## config.mk

```make
export PLATFORM = sky130hd
export DESIGN_NAME = mts_ctrl
export DESIGN_NICKNAME = d
export VERILOG_FILES = /design/src/hdl/mts_pkg.sv /design/src/hdl/mts_ctrl.sv
export SDC_FILE = /design/constraint.sdc
export NUM_CORES = 1
export LEC_CHECK = 0
export ABC_AREA = 1
export BUFFER_PORTS_ARGS = -buffer_cell sky130_fd_sc_hd__buf_4
export CORE_AREA = 2 2 39 41
export DETAILED_ROUTE_END_ITERATION = 12
export DIE_AREA = 0 0 41 43
export SLEW_MARGIN = 20
export SYNTH_ARGS = -nofsm -noshare
export SYNTH_HDL_FRONTEND = slang
export SYNTH_SLANG_ARGS = --single-unit
```

## constraint.sdc

```tcl
create_clock -name clk -period 2.62 [get_ports clk]
set_input_delay 0.131 -clock clk [delete_from_list [all_inputs] [get_ports clk]]
set_output_delay 0.131 -clock clk [all_outputs]
set_load 0.02 [all_outputs]
```

## src/hdl/mts_pkg.sv

```systemverilog
`timescale 1ns / 1ps

package mts_pkg;

    // Request kinds
    localparam logic [1:0] KIND_PUSH = 2'd0;
    localparam logic [1:0] KIND_POP  = 2'd1;
    localparam logic [1:0] KIND_PEEK = 2'd2;

    // Response status codes
    localparam logic [1:0] ST_OK        = 2'd0;
    localparam logic [1:0] ST_OVERFLOW  = 2'd1;
    localparam logic [1:0] ST_UNDERFLOW = 2'd2;

    localparam int unsigned COUNT_W = 11;

    typedef struct packed {
        logic [1:0]         kind;
        logic signed [31:0] push_value;
    } req_t;

    typedef struct packed {
        logic [1:0]         status;
        logic [COUNT_W-1:0] entry_count;
        logic               is_empty;
        logic signed [31:0] top_value;
        logic signed [31:0] min_value;
    } rsp_t;

    // One stack entry: the value and the minimum of it and everything below
    typedef struct packed {
        logic signed [31:0] value;
        logic signed [31:0] run_min;
    } entry_t;

    // Controller to datapath
    typedef struct packed {
        logic       push;
        logic       pop;
        logic       load_top;
        logic       load_rsp;
        logic [1:0] status;
    } mts_cmd_t;

    // Datapath to controller
    typedef struct packed {
        logic full;
        logic empty;
    } mts_stat_t;

endpackage

```

## src/hdl/mts_ctrl.sv

```systemverilog
`timescale 1ns / 1ps

module mts_ctrl (
    input  logic               clk,
    input  logic               rst_n,
    input  logic               req_valid,
    output logic               req_ready,
    input  logic [1:0]         req_kind,
    output logic               rsp_valid,
    input  logic               rsp_ready,
    input  mts_pkg::mts_stat_t stat,
    output mts_pkg::mts_cmd_t  cmd
);
    import mts_pkg::*;

    localparam logic S_IDLE = 1'b0;
    localparam logic S_LOAD = 1'b1;

    logic state_reg;
    logic state_next;
    logic rsp_valid_reg;
    logic rsp_valid_next;
    logic accept;

    // Take a request only when idle and the response slot is free or draining
    assign req_ready = (state_reg == S_IDLE) && (!rsp_valid_reg || rsp_ready);
    assign accept    = req_valid && req_ready;
    assign rsp_valid = rsp_valid_reg;

    // Decode the request into datapath commands
    always_comb
    begin
        cmd          = '0;
        cmd.status   = ST_OK;
        cmd.load_top = (state_reg == S_LOAD);
        if (accept)
        begin
            unique case (req_kind)
                KIND_PUSH:
                begin
                    if (stat.full)
                        cmd.status = ST_OVERFLOW;
                    else
                        cmd.push = 1'b1;
                end
                KIND_POP:
                begin
                    if (stat.empty)
                        cmd.status = ST_UNDERFLOW;
                    else
                        cmd.pop = 1'b1;
                end
                default:
                begin
                    cmd.status = ST_OK;
                end
            endcase
        end
        // A successful pop answers after the new top comes back from memory
        cmd.load_rsp = (accept && !cmd.pop) || (state_reg == S_LOAD);
    end

    // Advance the state and the response valid flag
    always_comb
    begin
        state_next = state_reg;
        unique case (state_reg)
            S_IDLE:
            begin
                if (cmd.pop)
                    state_next = S_LOAD;
            end
            S_LOAD:
            begin
                state_next = S_IDLE;
            end
            default:
            begin
                state_next = S_IDLE;
            end
        endcase

        rsp_valid_next = rsp_valid_reg;
        if (cmd.load_rsp)
            rsp_valid_next = 1'b1;
        else if (rsp_ready)
            rsp_valid_next = 1'b0;
    end

    always_ff @(posedge clk or negedge rst_n)
    begin
        if (!rst_n)
        begin
            state_reg     <= S_IDLE;
            rsp_valid_reg <= 1'b0;
        end
        else
        begin
            state_reg     <= state_next;
            rsp_valid_reg <= rsp_valid_next;
        end
    end

endmodule

```

## Yosys cells after proc, flatten, opt, wreduce, memory -nomap -nowiden

Index checks and enable logic that the tools add are counted.

- Eq/ne operators: 1
- Bitwise logic cells: 1
- Mux-type cells: 13
- Reduce and logical (&&, ||, !) cells: 9

Operator list:

| operator | count |
|---|---|
| $mux W1 | 8 |
| $mux W2 | 3 |
| $pmux W2 S2 | 1 |
| $logic_and A1 B1 Y1 | 3 |
| $eq A2 B1 Y1 const B | 1 |
| $logic_not A1 Y1 | 2 |
| $logic_not A2 Y1 | 1 |
| $logic_or A1 B1 Y1 | 2 |
| $pmux W1 S2 | 1 |
| $reduce_bool A2 Y1 | 1 |
| $not A1 Y1 | 1 |

- Register bits: 2
- Output and inout bits: 8

## Depth between registers and ports, before layout

- Word-level depth: 9
- Gate-level depth with buffers: 5
- Depth with buffers taken out: 4

## Worst setup path after synthesis

Ideal clock, no wire load.

- Path kind: flip-flop to flip-flop
- Start point: register rsp_valid_reg (netlist: rsp_valid)
- End point: register rsp_valid_reg (netlist: rsp_valid)
- Slack: 1.438 ns
- Clock period less this slack: 1.182 ns
- Data arrival time: 1.028 ns
- Data required time: 2.466 ns
- Stages on the path, launching flop included: 3
- Path through: dfrtp_1 a21oi_1 o21ai_0

- Longest elaborated chain between the ends: 9
- Elaborated cells between the ends (all ways): 10

Ends and longest elaborated chain:

| what | line | source |
|---|---|---|
| start: declaration | mts_ctrl.sv:21 | `logic rsp_valid_reg;` |
| start signal: assignment | mts_ctrl.sv:100 | `rsp_valid_reg <= rsp_valid_next;` |
| $logic_not A1 Y1 * | mts_ctrl.sv:26 | `assign req_ready = (state_reg == S_IDLE) && (!rsp_valid_reg \|\| rsp_ready);` |
| $logic_or A1 B1 Y1 * | mts_ctrl.sv:26 |  |
| $logic_and A1 B1 Y1 * | mts_ctrl.sv:26 |  |
| named net req_ready | mts_ctrl.sv:7 | `output logic req_ready,` |
| $logic_and A1 B1 Y1 * | mts_ctrl.sv:27 | `assign accept = req_valid && req_ready;` |
| $mux W2 | mts_ctrl.sv:36 | `if (accept)` |
| $logic_not A1 Y1 | mts_ctrl.sv:60 | `cmd.load_rsp = (accept && !cmd.pop) \|\| (state_reg == S_LOAD);` |
| $logic_and A1 B1 Y1 * | mts_ctrl.sv:60 |  |
| $logic_or A1 B1 Y1 * | mts_ctrl.sv:60 |  |
| $mux W1 / $reduce_bool A2 Y1 (equally long branches) | -- |  |

The timed path passes the listed nets; every way through them passes the cells marked *.
A chain may end at the register's enable or synchronous reset.

==> out/metrics.yaml <==
synth:
  synth_warnings: 0
  ys_seq_area_share_pct: 26.7
  syn-num-nets: 33
  netlist_area_sq_um: 188
  synthDistinctLibCells: 13
  syn_inst: 25
  synth_seq_cells: 2
  synth.avg_cell_area_sq_um: 7.51
flow_run:
  maxCapViolCount: 0
floorplanning:
  io_pins: 16
  chipWidth_um: 41
  fp.dieArea_sq_mm: 0.00176
  core_area_sq_mm: 0.00138
  die_y_um: 43
  rows: 14
  start_util_pct: 13.6
routing:
  dr_wl_met2_um: 207
  post-route-drc-count: 0
  wl_um: 440
  vias: 202
  wl_met3_um: 69
  wl_per_cell_um: 7.59
  first_iter_violations: 0
  firstDrtPassIters: 1
  drt-met1-wl_um: 163
  top_layer: "met3"
  ant_nets: 0
  vias_per_cell: 3.48
sta:
  tns_ps: 0
  fmax_mhz: 809
  slew_violations: 0
  min_period_ps: 1240
  finClkSkew_ps: 2.98
  setup_viol: 0
  slew_headroom_pct: 89.9
  finalHoldViolCount: 0
  worst_pin_slew_ps: 149
  finalCritPeriodShare_pct: 47.2
  rsz0062_at_grt: "no"
final_layout:
  nets: 52
  syn2layout_area_growth_pct: 80.0
  antenna_cells: 0
  post-route-util_pct: 24.4
  seq_area_sq_um: 50.0
  nFillCells: 159
  multi_input_area_sq_um: 104
  drive_gt1_share_pct: 57.1
clock_tree:
  clkTransAtPathRegs_ps: 30
  cts_buffers: 3
  htreeDepth: 1
  post_cts_buffers: 0
  cts_tree: "yes"
  clockBufferDepth: 2
  cts_root_buf: "clkbuf_4"
  cts_sinks: 2
  insertion_delay_ps: 220
pwr:
  p_leak_nw: 0.171
  peakVddDrop_mv: 0.105
  total_power_mw: 0.143
  power_density_mw_per_mm2: 422
setup_path:
  reg2reg_from: "rsp_valid"
  worstSetupStartpointType: "flop"
  cp_data_required_time_ps: 2490
  reg2regPathDepth: 2
  crit_type: "reg2out"
  endpoint: "cmd[2]"
  cp-startpoint: "state_reg"
  reg2reg_slack_ps: 1810
  worst_r2r_endpoint: "rsp_valid"
  cp_max_fo: 6
  crit_path_end_kind: "output port"
  arrival_ps: 1110
global_routing:
  overflow: 0
  grt_pass1_vias: 175
  grt_start_max_net_pins: 7
  track_usage_pct: 5.82
  grt_pass1_wl_um: 586
  antenna_found_initial: 0
min_path:
  min_path_type: "in2reg"
placement:
  numPortBuffers: 15
  dpl.hpwl_um: 382
  place.gp.congestion: 0.524
status:
  status: "completed"
==> worst max-delay path, stage by stage (launching register included) <==
cell and delay [ps]:
dfrtp_1 390, inv_1 100, nand3_4 110, o21bai_1 130
buf_4 150
==> what timing repair did <==
action | CTS | global route
endpoints found under the hold margin | 2 | 0
gates resized for setup | 0 | 0
hold buffers | 1 | 0
==> cells in the final DEF (no fill, tap or decap) <==
| master | n |
|---|---|
| nand2_2 | 2 |
| inv_1 | 5 |
| nand3_4 | 1 |
| dfrtp_1 | 2 |
| nand2_1 | 2 |
| o21ai_0 | 1 |
| a21oi_1 | 1 |
| nor2_4 | 1 |
| o21bai_1 | 1 |
| nand3_1 | 1 |
| clkbuf_4 | 3 |
| nor2b_2 | 2 |
| buf_4 | 15 |
| nor2_1 | 4 |
| dlygate4sd3_1 | 1 |
==> cells in the mapped netlist <==
cell      number  area [sq um]
inv_1          5          18.8
o21ai_0        1          5.00
a21oi_1        1          5.00
nor2_4         1          11.3
nor2_1         4          15.0
nand2_1        2          7.51
nand2_2        2          12.5
dfrtp_1        2          50.1
nor2b_2        2          17.5
o21bai_1       1          7.51
nand3_4        1          17.5
buf_4          2          15.0
nand3_1        1          5.00
==> kinds of logic (layout without fill, tap and decap cells) <==
| group | count (synthesis) | after routing | share of synthesized area, % |
|---|---|---|---|
| simple gates | 13 | 13 | 46.0 |
| buf+inv | 7 | 24 | 18.0 |
| flops | 2 | 2 | 26.7 |
| compound gates | 3 | 3 | 9.33 |
==> final cells by class <==
class,instances,share of cell area (%)
multi-input combinational,16,30.7
timing repair buffer,16,36.3
tap,16,5.93
clock buffer,3,6.67
sequential,2,14.8
inverter,5,5.56
==> per-layer routing <==
| metal | GRT usage, % | vias up |
|---|---|---|
| met2 | 7.81 | 9 |
| met1 | 4.18 | 85 |
| met4 | 4.00 | 0 |
| met5 | 0 | - |
| met3 | 7.33 | 0 |
| li1 | - | 108 |
==> worst min path at each step <==
stage               startpoint         to  slack, ps  cells past startpoint
global route         req_valid  rsp_valid        220                      3
detailed placement       rst_n  rsp_valid        -80                      1
finish               req_valid  rsp_valid        210                      3
CTS                  req_valid  rsp_valid        210                      3
floorplan                rst_n  rsp_valid       -160                      0
global placement         rst_n  state_reg        -80                      1
==> stage by stage <==
stage | area (sq um) | worst slack, ps | hold slack [ps] | cells
floorplan | 188 | 1440 | -165 | 25
global placement | 305 | 1620 | -84.4 | 54
detailed placement | 305 | 1610 | -83.1 | 54
CTS | 338 | 1370 | 211 | 58
global route | 338 | 1310 | 225 | 58
finish | 338 | 1380 | 209 | 58
==> report_power, final <==
| part | total (mW) | switching, mW | internal (mW) |
|---|---|---|---|
| clock | 0.0651 | 0.0148 | 0.0503 |
| sequential | 0.0345 | 0.00161 | 0.0329 |
| combinational | 0.0429 | 0.0221 | 0.0209 |
| total | 0.143 | 0.0385 | 0.104 |
(Power assumes the default switching activity.)
